[src/hw/rtl/rau_pkg.sv]
// shared types and constants for the rational arithmetic unit
// no dependencies
package rau_pkg;
    localparam int OP_W  = 16;
    localparam int PW    = 2 * OP_W;
    localparam int NW    = PW + 1;
    localparam int RES_NUM_W = 33;
    localparam int RES_DEN_W = 32;
    localparam int CNT_W = $clog2(PW);

    localparam logic [1:0] CMD_ADD = 2'd0;
    localparam logic [1:0] CMD_SUB = 2'd1;
    localparam logic [1:0] CMD_MUL = 2'd2;
    localparam logic [1:0] CMD_DIV = 2'd3;

    typedef struct packed {
        logic signed [NW-1:0] num;
        logic signed [PW-1:0] den;
        logic                 num_zero;
        logic                 den_zero;
    } t_item;
endpackage

[src/hw/rtl/rau_front.sv]
// front end: accepts a request, cross-multiplies, combines and classifies
// depends on rau_pkg
module rau_front (
    input  logic                         i_clk,
    input  logic                         i_rst_n,
    input  logic                         start,
    output logic                         busy,
    input  logic [1:0]                   i_command,
    input  logic signed [rau_pkg::OP_W-1:0] i_a,
    input  logic signed [rau_pkg::OP_W-1:0] i_b,
    input  logic signed [rau_pkg::OP_W-1:0] i_c,
    input  logic signed [rau_pkg::OP_W-1:0] i_d,
    input  logic                         i_q_full,
    output logic                         o_push,
    output rau_pkg::t_item               o_item
);
    import rau_pkg::*;

    logic                 r_vld, n_vld;
    logic [1:0]           r_cmd;
    logic signed [PW-1:0] r_p1, r_p2, r_pd;
    logic                 accept;
    logic signed [NW-1:0] num;

    assign busy   = r_vld && i_q_full;
    assign accept = start && !busy;
    assign o_push = r_vld && !i_q_full;

    always_comb begin
        n_vld = r_vld;
        if (o_push) begin
            n_vld = 1'b0;
        end
        if (accept) begin
            n_vld = 1'b1;
        end
    end

    always_ff @(posedge i_clk) begin
        if (!i_rst_n) begin
            r_vld <= 1'b0;
        end else begin
            r_vld <= n_vld;
        end
    end

    // three products in parallel; operands picked by command
    always_ff @(posedge i_clk) begin
        if (accept) begin
            r_cmd <= i_command;
            r_p1  <= (i_command == CMD_MUL) ? PW'(i_a) * PW'(i_c) : PW'(i_a) * PW'(i_d);
            r_p2  <= PW'(i_b) * PW'(i_c);
            r_pd  <= (i_command == CMD_DIV) ? PW'(i_b) * PW'(i_c) : PW'(i_b) * PW'(i_d);
        end
    end

    always_comb begin
        case (r_cmd)
            CMD_ADD: num = NW'(r_p1) + NW'(r_p2);
            CMD_SUB: num = NW'(r_p1) - NW'(r_p2);
            default: num = NW'(r_p1);
        endcase
    end

    assign o_item.num      = num;
    assign o_item.den      = r_pd;
    assign o_item.num_zero = (num == '0);
    assign o_item.den_zero = (r_pd == '0);
endmodule

[src/hw/rtl/rau_queue.sv]
// two-entry queue between the front end and the reduction engine
// depends on rau_pkg
module rau_queue (
    input  logic           i_clk,
    input  logic           i_rst_n,
    input  logic           i_push,
    input  rau_pkg::t_item i_item,
    input  logic           i_pop,
    output logic           o_full,
    output logic           o_empty,
    output rau_pkg::t_item o_item
);
    import rau_pkg::*;

    t_item      r_mem [2];
    logic       r_wp, r_rp;
    logic [1:0] r_cnt;

    assign o_full  = (r_cnt == 2'd2);
    assign o_empty = (r_cnt == 2'd0);
    assign o_item  = r_mem[r_rp];

    always_ff @(posedge i_clk) begin
        if (!i_rst_n) begin
            r_wp  <= 1'b0;
            r_rp  <= 1'b0;
            r_cnt <= 2'd0;
        end else begin
            if (i_push) begin
                r_wp <= !r_wp;
            end
            if (i_pop) begin
                r_rp <= !r_rp;
            end
            r_cnt <= r_cnt + 2'(i_push) - 2'(i_pop);
        end
    end

    always_ff @(posedge i_clk) begin
        if (i_push) begin
            r_mem[r_wp] <= i_item;
        end
    end

    a_no_overflow: assert property (@(posedge i_clk) disable iff (!i_rst_n)
        o_full |-> !i_push || i_pop) else $error("push into full queue");
    a_no_underflow: assert property (@(posedge i_clk) disable iff (!i_rst_n)
        o_empty |-> !i_pop) else $error("pop from empty queue");
    a_cnt_range: assert property (@(posedge i_clk) disable iff (!i_rst_n)
        r_cnt != 2'd3) else $error("queue count out of range");
endmodule

[src/hw/rtl/rau_back.sv]
// reduction engine: binary gcd, then two restoring divisions by the gcd
// depends on rau_pkg
module rau_back (
    input  logic                                  i_clk,
    input  logic                                  i_rst_n,
    input  logic                                  i_empty,
    input  rau_pkg::t_item                        i_item,
    output logic                                  o_pop,
    output logic                                  o_result_valid,
    output logic signed [rau_pkg::RES_NUM_W-1:0] o_result_numerator,
    output logic signed [rau_pkg::RES_DEN_W-1:0] o_result_denominator,
    output logic                                  o_zero_denominator_error
);
    import rau_pkg::*;

    localparam logic [1:0] ST_IDLE = 2'd0;
    localparam logic [1:0] ST_GCD  = 2'd1;
    localparam logic [1:0] ST_DIV  = 2'd2;

    logic [1:0]       r_state;
    logic [PW-1:0]    r_x, r_y, r_g, r_qn, r_qd;
    logic [PW-1:0]    r_rn, r_rd;
    logic [PW-1:0]    r_nmag, r_dmag;
    logic [CNT_W-1:0] r_k, r_cnt;
    logic             r_nneg, r_dneg;

    logic [PW-1:0]    nmag_w;
    logic [PW-1:0]    dmag_w;
    logic [PW:0]      rn_sh, rd_sh, rn_sub, rd_sub;
    logic [PW-1:0]    qn_next, qd_next;
    logic signed [NW-1:0] num_out;
    logic signed [PW-1:0] den_out;

    assign o_pop  = (r_state == ST_IDLE) && !i_empty;
    assign nmag_w = i_item.num[NW-1] ? PW'(-i_item.num) : PW'(i_item.num);
    assign dmag_w = i_item.den[PW-1] ? PW'(-i_item.den) : PW'(i_item.den);

    // one restoring step per cycle for both quotients
    assign rn_sh  = {r_rn, r_qn[PW-1]};
    assign rd_sh  = {r_rd, r_qd[PW-1]};
    assign rn_sub = rn_sh - {1'b0, r_g};
    assign rd_sub = rd_sh - {1'b0, r_g};
    assign qn_next = {r_qn[PW-2:0], !rn_sub[PW]};
    assign qd_next = {r_qd[PW-2:0], !rd_sub[PW]};
    assign num_out = r_nneg ? -$signed({1'b0, qn_next}) : $signed({1'b0, qn_next});
    assign den_out = r_dneg ? PW'(-qd_next) : PW'(qd_next);

    always_ff @(posedge i_clk) begin
        if (!i_rst_n) begin
            r_state        <= ST_IDLE;
            o_result_valid <= 1'b0;
        end else begin
            o_result_valid <= 1'b0;
            case (r_state)
                ST_IDLE: begin
                    if (o_pop) begin
                        if (i_item.den_zero || i_item.num_zero) begin
                            o_result_valid <= 1'b1;
                        end else begin
                            r_state <= ST_GCD;
                        end
                    end
                end
                ST_GCD: begin
                    if (r_x == r_y) begin
                        r_state <= ST_DIV;
                    end
                end
                ST_DIV: begin
                    if (r_cnt == CNT_W'(PW - 1)) begin
                        r_state        <= ST_IDLE;
                        o_result_valid <= 1'b1;
                    end
                end
                default: r_state <= ST_IDLE;
            endcase
        end
    end

    always_ff @(posedge i_clk) begin
        case (r_state)
            ST_IDLE: begin
                r_x    <= nmag_w;
                r_y    <= dmag_w;
                r_nmag <= nmag_w;
                r_dmag <= dmag_w;
                r_k    <= '0;
                r_nneg <= i_item.num[NW-1];
                r_dneg <= i_item.den[PW-1];
                o_result_numerator       <= '0;
                o_result_denominator     <= i_item.den_zero ? '0 : RES_DEN_W'(1);
                o_zero_denominator_error <= i_item.den_zero;
            end
            ST_GCD: begin
                if (r_x == r_y) begin
                    r_g   <= r_x << r_k;
                    r_qn  <= r_nmag;
                    r_qd  <= r_dmag;
                    r_rn  <= '0;
                    r_rd  <= '0;
                    r_cnt <= '0;
                end else if (!r_x[0] && !r_y[0]) begin
                    r_x <= r_x >> 1;
                    r_y <= r_y >> 1;
                    r_k <= r_k + 1'b1;
                end else if (!r_x[0]) begin
                    r_x <= r_x >> 1;
                end else if (!r_y[0]) begin
                    r_y <= r_y >> 1;
                end else if (r_x > r_y) begin
                    r_x <= (r_x - r_y) >> 1;
                end else begin
                    r_y <= (r_y - r_x) >> 1;
                end
            end
            ST_DIV: begin
                r_rn  <= rn_sub[PW] ? rn_sh[PW-1:0] : rn_sub[PW-1:0];
                r_rd  <= rd_sub[PW] ? rd_sh[PW-1:0] : rd_sub[PW-1:0];
                r_qn  <= qn_next;
                r_qd  <= qd_next;
                r_cnt <= r_cnt + 1'b1;
                if (r_cnt == CNT_W'(PW - 1)) begin
                    o_result_numerator       <= RES_NUM_W'(num_out);
                    o_result_denominator     <= RES_DEN_W'(den_out);
                    o_zero_denominator_error <= 1'b0;
                end
            end
            default: ;
        endcase
    end

    a_err_zero: assert property (@(posedge i_clk) disable iff (!i_rst_n)
        o_result_valid && o_zero_denominator_error |->
            o_result_numerator == '0 && o_result_denominator == '0)
        else $error("error result not zero");
    a_den_nonzero: assert property (@(posedge i_clk) disable iff (!i_rst_n)
        o_result_valid && !o_zero_denominator_error |-> o_result_denominator != '0)
        else $error("zero denominator without error");
    a_gcd_nonzero: assert property (@(posedge i_clk) disable iff (!i_rst_n)
        r_state == ST_GCD |-> r_x != '0 && r_y != '0)
        else $error("gcd operand reached zero");
endmodule

[src/hw/rtl/rational_arithmetic_unit_core.sv]
// rational arithmetic unit: one request in, one reduced fraction out
// a zero numerator or denominator skips the gcd loop and the division
// throughput: one request per cycle for zero cases while busy is low; otherwise each request
// waits for the binary gcd loop (one step a cycle) and the 32-step restoring division
// a two-entry queue lets the front end take requests while the back end works
// synchronous active-low reset clears all control state; results cannot be stalled
module rational_arithmetic_unit_core (
    input  logic                                  i_clk,
    input  logic                                  i_rst_n,
    input  logic                                  start,
    output logic                                  busy,
    input  logic [1:0]                            i_command,
    input  logic signed [rau_pkg::OP_W-1:0]       i_first_numerator,
    input  logic signed [rau_pkg::OP_W-1:0]       i_first_denominator,
    input  logic signed [rau_pkg::OP_W-1:0]       i_second_numerator,
    input  logic signed [rau_pkg::OP_W-1:0]       i_second_denominator,
    output logic                                  o_result_valid,
    output logic signed [rau_pkg::RES_NUM_W-1:0] o_result_numerator,
    output logic signed [rau_pkg::RES_DEN_W-1:0] o_result_denominator,
    output logic                                  o_zero_denominator_error
);
    import rau_pkg::*;

    t_item f_item, q_item;
    logic  push, pop, q_full, q_empty;

    rau_front u_front (
        .i_clk    (i_clk),
        .i_rst_n  (i_rst_n),
        .start    (start),
        .busy     (busy),
        .i_command(i_command),
        .i_a      (i_first_numerator),
        .i_b      (i_first_denominator),
        .i_c      (i_second_numerator),
        .i_d      (i_second_denominator),
        .i_q_full (q_full),
        .o_push   (push),
        .o_item   (f_item)
    );

    rau_queue u_queue (
        .i_clk  (i_clk),
        .i_rst_n(i_rst_n),
        .i_push (push),
        .i_item (f_item),
        .i_pop  (pop),
        .o_full (q_full),
        .o_empty(q_empty),
        .o_item (q_item)
    );

    rau_back u_back (
        .i_clk                   (i_clk),
        .i_rst_n                 (i_rst_n),
        .i_empty                 (q_empty),
        .i_item                  (q_item),
        .o_pop                   (pop),
        .o_result_valid          (o_result_valid),
        .o_result_numerator      (o_result_numerator),
        .o_result_denominator    (o_result_denominator),
        .o_zero_denominator_error(o_zero_denominator_error)
    );
endmodule
[config.mk]
export PLATFORM = sky130hd
export DESIGN_NAME = rational_arithmetic_unit_core
export DESIGN_NICKNAME = d
export VERILOG_FILES = /design/src/hw/rtl/rau_pkg.sv /design/src/hw/rtl/rau_front.sv /design/src/hw/rtl/rau_queue.sv /design/src/hw/rtl/rau_back.sv /design/src/hw/rtl/rational_arithmetic_unit_core.sv
export SDC_FILE = /design/constraint.sdc
export NUM_CORES = 2
export LEC_CHECK = 0
export BUFFER_PORTS_ARGS = -buffer_cell sky130_fd_sc_hd__buf_2
export CAP_MARGIN = 20
export CORE_MARGIN = 2
export CORE_UTILIZATION = 55
export DETAILED_ROUTE_END_ITERATION = 7
export PLACE_DENSITY = 0.74
export SLEW_MARGIN = 20
export SYNTH_ARGS = -nofsm -noshare
export SYNTH_HDL_FRONTEND = slang
export SYNTH_SLANG_ARGS = --single-unit
[constraint.sdc]
create_clock -name i_clk -period 13 [get_ports i_clk]
set_input_delay 1.95 -clock i_clk [delete_from_list [all_inputs] [get_ports i_clk]]
set_output_delay 1.95 -clock i_clk [all_outputs]
set_load 0.05 [all_outputs]
==> results by group <==
Status
  • Outcome: completed

Setup path
  • Largest delay contributor family on the critical path: adder cells
  • Crit-path most repeated cell: sky130_fd_sc_hd__fa_1
  • Maximum fanout along the worst path: 18
  • Nature of the critical path startpoint: primary input
  • Startpoint-to-endpoint class of the critical path: in2reg
  • Crit path capture type: register
  • Crit path buffers/inverters: 7
  • Worst flop-to-flop path startpoint: u_back.r_qd[31]$_DFFE_PP_
  • Worst path max stage delay: ~700 ps
  • CP Launch Point: i_second_denominator[7]
  • Worst setup path endpoint: u_front.r_pd[30]$_DFFE_PP_
  • Cell type of the slowest stage on the worst timing path: sky130_fd_sc_hd__o31ai_1
  • Reg-to-reg endpoint: u_back.o_result_denominator[26]$_SDFFCE_PN0P_
  • Reg2reg setup slack: 6010 ps
  • Worst path required time: around 13,000 ps
  • Logic depth of the worst path, buffers included: 25
  • Arrival time of the worst setup path: ~8900 ps
  • Worst reg2reg path depth: 24

Floorplanning
  • Width of the die: 380 um
  • Boundary Pins: between 100 and 150
  • Core Box Area: 140,000 um^2
  • Total Die Area: between 100,000 and 150,000 um^2
  • Chip height: roughly 380 um
  • Initial Util: between 50% and 60%
  • Cell row count: between 100 and 150

Cells and area
  • Final Instance Area: slightly above 80,000 um^2
  • Leading cell type in the layout, fill and taps excluded: sky130_fd_sc_hd__inv_1
  • Number of fill cells in the layout: about 12,000
  • Most used cells in the layout excluding fill and tap cells: 1,313 x sky130_fd_sc_hd__inv_1, 1,053 x sky130_fd_sc_hd__fa_1, 985 x sky130_fd_sc_hd__nand2_1
  • P&R area growth vs syn: 5.49%
  • Total area of multi-input combinational cells: between 50,000 and 60,000 um^2
  • Final net count: between 9,000 and 10,000
  • Share of post-route cells with drive strength above 1: under 10%
  • FF+latch area: around 18,000 um^2

CTS
  • CTS Buf Count: 68
  • Total number of clock tree sinks: about 600
  • Count of H-tree levels built during CTS: 3
  • Post-cts resize count: 0
  • Total setup buffers inserted after CTS: 0
  • Count of hold-fix buffers inserted at cts: 0
  • Clock transition at path regs: about 60 ps
  • CTS Buffer Depth: 3
  • Clock insertion delay at the later pin of the skew report: ~630 ps
  • Clock tree from TritonCTS: built
  • Library cell used as clock root buffer: sky130_fd_sc_hd__clkbuf_16

Logic synthesis
  • Synthesis Warnings: 0
  • Net count after synthesis: slightly below 10,000
  • Avg Inst Size Synth: between 9 and 10 um^2
  • Mapped Area: 77,600 um^2
  • Unique cell type count in the Yosys netlist: 109
  • Count of flip-flops with a built-in enable after synthesis: between 500 and 600
  • Fraction of registers with async set/reset: 0%
  • Synthesized flop and latch total: 607
  • Synth Flop Type: sky130_fd_sc_hd__edfxtp_1
  • Synth Instances: around 8,000
  • Sequential fraction of the synthesis area: about a quarter

Place
  • DP Worst Slack: 3960 ps
  • Total placed instance area: ~80,000 um^2
  • Final HPWL from detailed placement: about 170,000 um
  • # port buffers: 136
  • Placer Congestion: just under 1

Detailed routing
  • Antenna violation net count after detailed routing: 0
  • Total via count in the routed design: 59,300
  • DRC violations left: 0
  • Iteration-0 DRC count of the detailed router: between 5,000 and 6,000
  • Routed len/inst: 21.9 um
  • Number of iterations in the first detailed-routing pass: 6
  • Post-detailed-route via-to-cell ratio: around 5.9
  • Total length of routed wires: 220,000 um

Timing
  • Max-Slew Margin vs Limit: roughly 28%
  • Transition at the pin with the smallest max-transition slack: around 1100 ps
  • Unrepaired setup endpoints after global routing: false
  • Worst path setup slack after routing: ~4500 ps
  • Clock tree skew after final layout: 37.5 ps
  • Count of final hold-check violations: 0
  • # setup viols final: 0
  • Minimum hold slack: around 480 ps
  • Maximum clock rate: roughly 120 MHz
  • Part of the cycle the worst path needs: around two thirds
  • Minimum clock period after layout: around 8500 ps
  • Max-slew violation count: 0
  • Total negative slack: 0 ps

Global routing
  • Remaining global-route overflow: 0
  • Largest net degree at the start of global routing: 84
  • Combined global-route utilization of all metal layers: 30.5%
  • Initial antenna violation count: 9
  • Wire length of the first global-routing pass: 345,000 um
  • Number of global-route vias before repair: ~62,000

Hold path
  • Class of the worst hold path: reg2reg

Job
  • Max-cap viol count: 0
through the flow:
stage	cells	utilization [%]
4_1_cts	10000	58.6
3_5_place_dp	9899	57.0
6_report	10000	58.6
5_1_grt	10000	58.6
2_1_floorplan	8220	-
3_3_place_gp	9897	56.9
worst reg2reg max path, stage by stage (launching register included):
cell and delay, ps:
sky130_fd_sc_hd__edfxtp_1 490, sky130_fd_sc_hd__inv_1 100, sky130_fd_sc_hd__ha_1 190, sky130_fd_sc_hd__fa_1 230
sky130_fd_sc_hd__nor2b_1 70, sky130_fd_sc_hd__o31ai_1 470, sky130_fd_sc_hd__a21oi_1 160, sky130_fd_sc_hd__o31ai_1 670
sky130_fd_sc_hd__nand4_1 240, sky130_fd_sc_hd__nand2_1 260, sky130_fd_sc_hd__o311ai_2 330, sky130_fd_sc_hd__a21oi_2 210
sky130_fd_sc_hd__buf_4 380, sky130_fd_sc_hd__nor2_1 340, sky130_fd_sc_hd__inv_1 120, sky130_fd_sc_hd__ha_1 190
sky130_fd_sc_hd__nand2_1 80, sky130_fd_sc_hd__or3_1 380, sky130_fd_sc_hd__nand2b_1 280, sky130_fd_sc_hd__or3_1 400
sky130_fd_sc_hd__or2_1 240, sky130_fd_sc_hd__nand2b_1 220, sky130_fd_sc_hd__o41ai_1 380, sky130_fd_sc_hd__xor2_1 240
sky130_fd_sc_hd__nor2_1 70
worst min path at each step:
| stage | from | end | slack (ps) | depth (start not counted) |
|---|---|---|---|---|
| floorplan | u_front.r_pd[9]$_DFFE_PP_ | u_queue.r_mem[0][11]$_DFFE_PP_ | 450 | 0 |
| finish | u_front.r_pd[15]$_DFFE_PP_ | u_queue.r_mem[0][17]$_DFFE_PP_ | 480 | 0 |
| CTS | u_front.r_pd[22]$_DFFE_PP_ | u_queue.r_mem[0][24]$_DFFE_PP_ | 490 | 0 |
| detailed placement | u_front.r_pd[19]$_DFFE_PP_ | u_queue.r_mem[1][21]$_DFFE_PP_ | 470 | 0 |
| global route | u_front.r_pd[22]$_DFFE_PP_ | u_queue.r_mem[0][24]$_DFFE_PP_ | 500 | 0 |
| global placement | u_front.r_pd[15]$_DFFE_PP_ | u_queue.r_mem[0][17]$_DFFE_PP_ | 460 | 0 |
flip-flops by register name, summed over array words and instances, names as in the netlist, 2 cells and up, named ones only:
signal	cells
u_back.r_k	5
u_back.r_dmag	32
u_queue.r_mem	134
u_queue.r_cnt	2
u_front.r_pd	32
u_back.r_state	2
u_back.o_result_numerator	33
u_back.r_rn	32
u_back.r_x	32
u_back.r_rd	32
u_front.r_p2	32
u_front.r_p1	32
u_back.r_y	32
u_front.r_cmd	2
u_back.r_qd	32
u_back.r_nmag	32
u_back.o_result_denominator	32
u_back.r_qn	32
u_back.r_cnt	5
u_back.r_g	32
logic make-up (layout without fill, tap and decap cells):
group / count (synthesis) / after routing / synth area share [%]
flip-flops: 607 / 607 / 23.4
AO/OA/AOI/OAI: 1310 / 1310 / 11.0
other: 0 / 5 / 0
multiplexers: 152 / 152 / 2.17
AND/OR/NAND/NOR: 2529 / 2529 / 15.7
XOR/XNOR: 366 / 366 / 4.13
adder cells (fa/ha/maj): 1551 / 1551 / 35.2
buffers and inverters: 1705 / 1626 / 8.37
cell type report:
cell class / instances / area share, %
Multi-Input combinational cell: 5908 / 64.8
Sequential cell: 607 / 22.2
Inverter: 1317 / 6.04
Tap cell: 1876 / 2.87
Clock buffer: 83 / 2.17
Timing Repair Buffer: 191 / 1.39
Clock inverter: 35 / 0.521
Antenna cell: 5 / 0.0153
cells in the mapped netlist, drive strengths merged, types with 40 or more instances:
master	n	share of area, %
nor3	109	0.70
ha	498	8.0
xnor2	222	2.5
nand2	985	4.8
xor2	144	1.6
or3	46	0.38
nand4	45	0.37
a31oi	52	0.43
o31ai	40	0.41
o21ai	275	1.8
inv	1315	6.4
and2	523	4.2
mux2i	129	1.7
buf	44	0.25
a21o	147	1.4
a21oi	391	2.5
nand2b	85	0.69
a211oi	46	0.46
edfxtp	598	23
o21a	56	0.54
fa	1053	27
nand3	87	0.56
clkbuf	344	1.7
nor2	449	2.2
a221oi	42	0.47
routing by layer:
metal / part of all wire, % / GRT usage (%) / routed length (um)
met1: 38 / 37.9 / 83800
met2: 48 / 51.1 / 105000
met3: 7.5 / 3.99 / 16400
met4: 6.8 / 18.0 / 14900
met5: 0 / 0 / 0
Power is left out: the tool's default activity adds up to more than one toggle a clock period on the data nets, which glitch-free logic cannot reach.
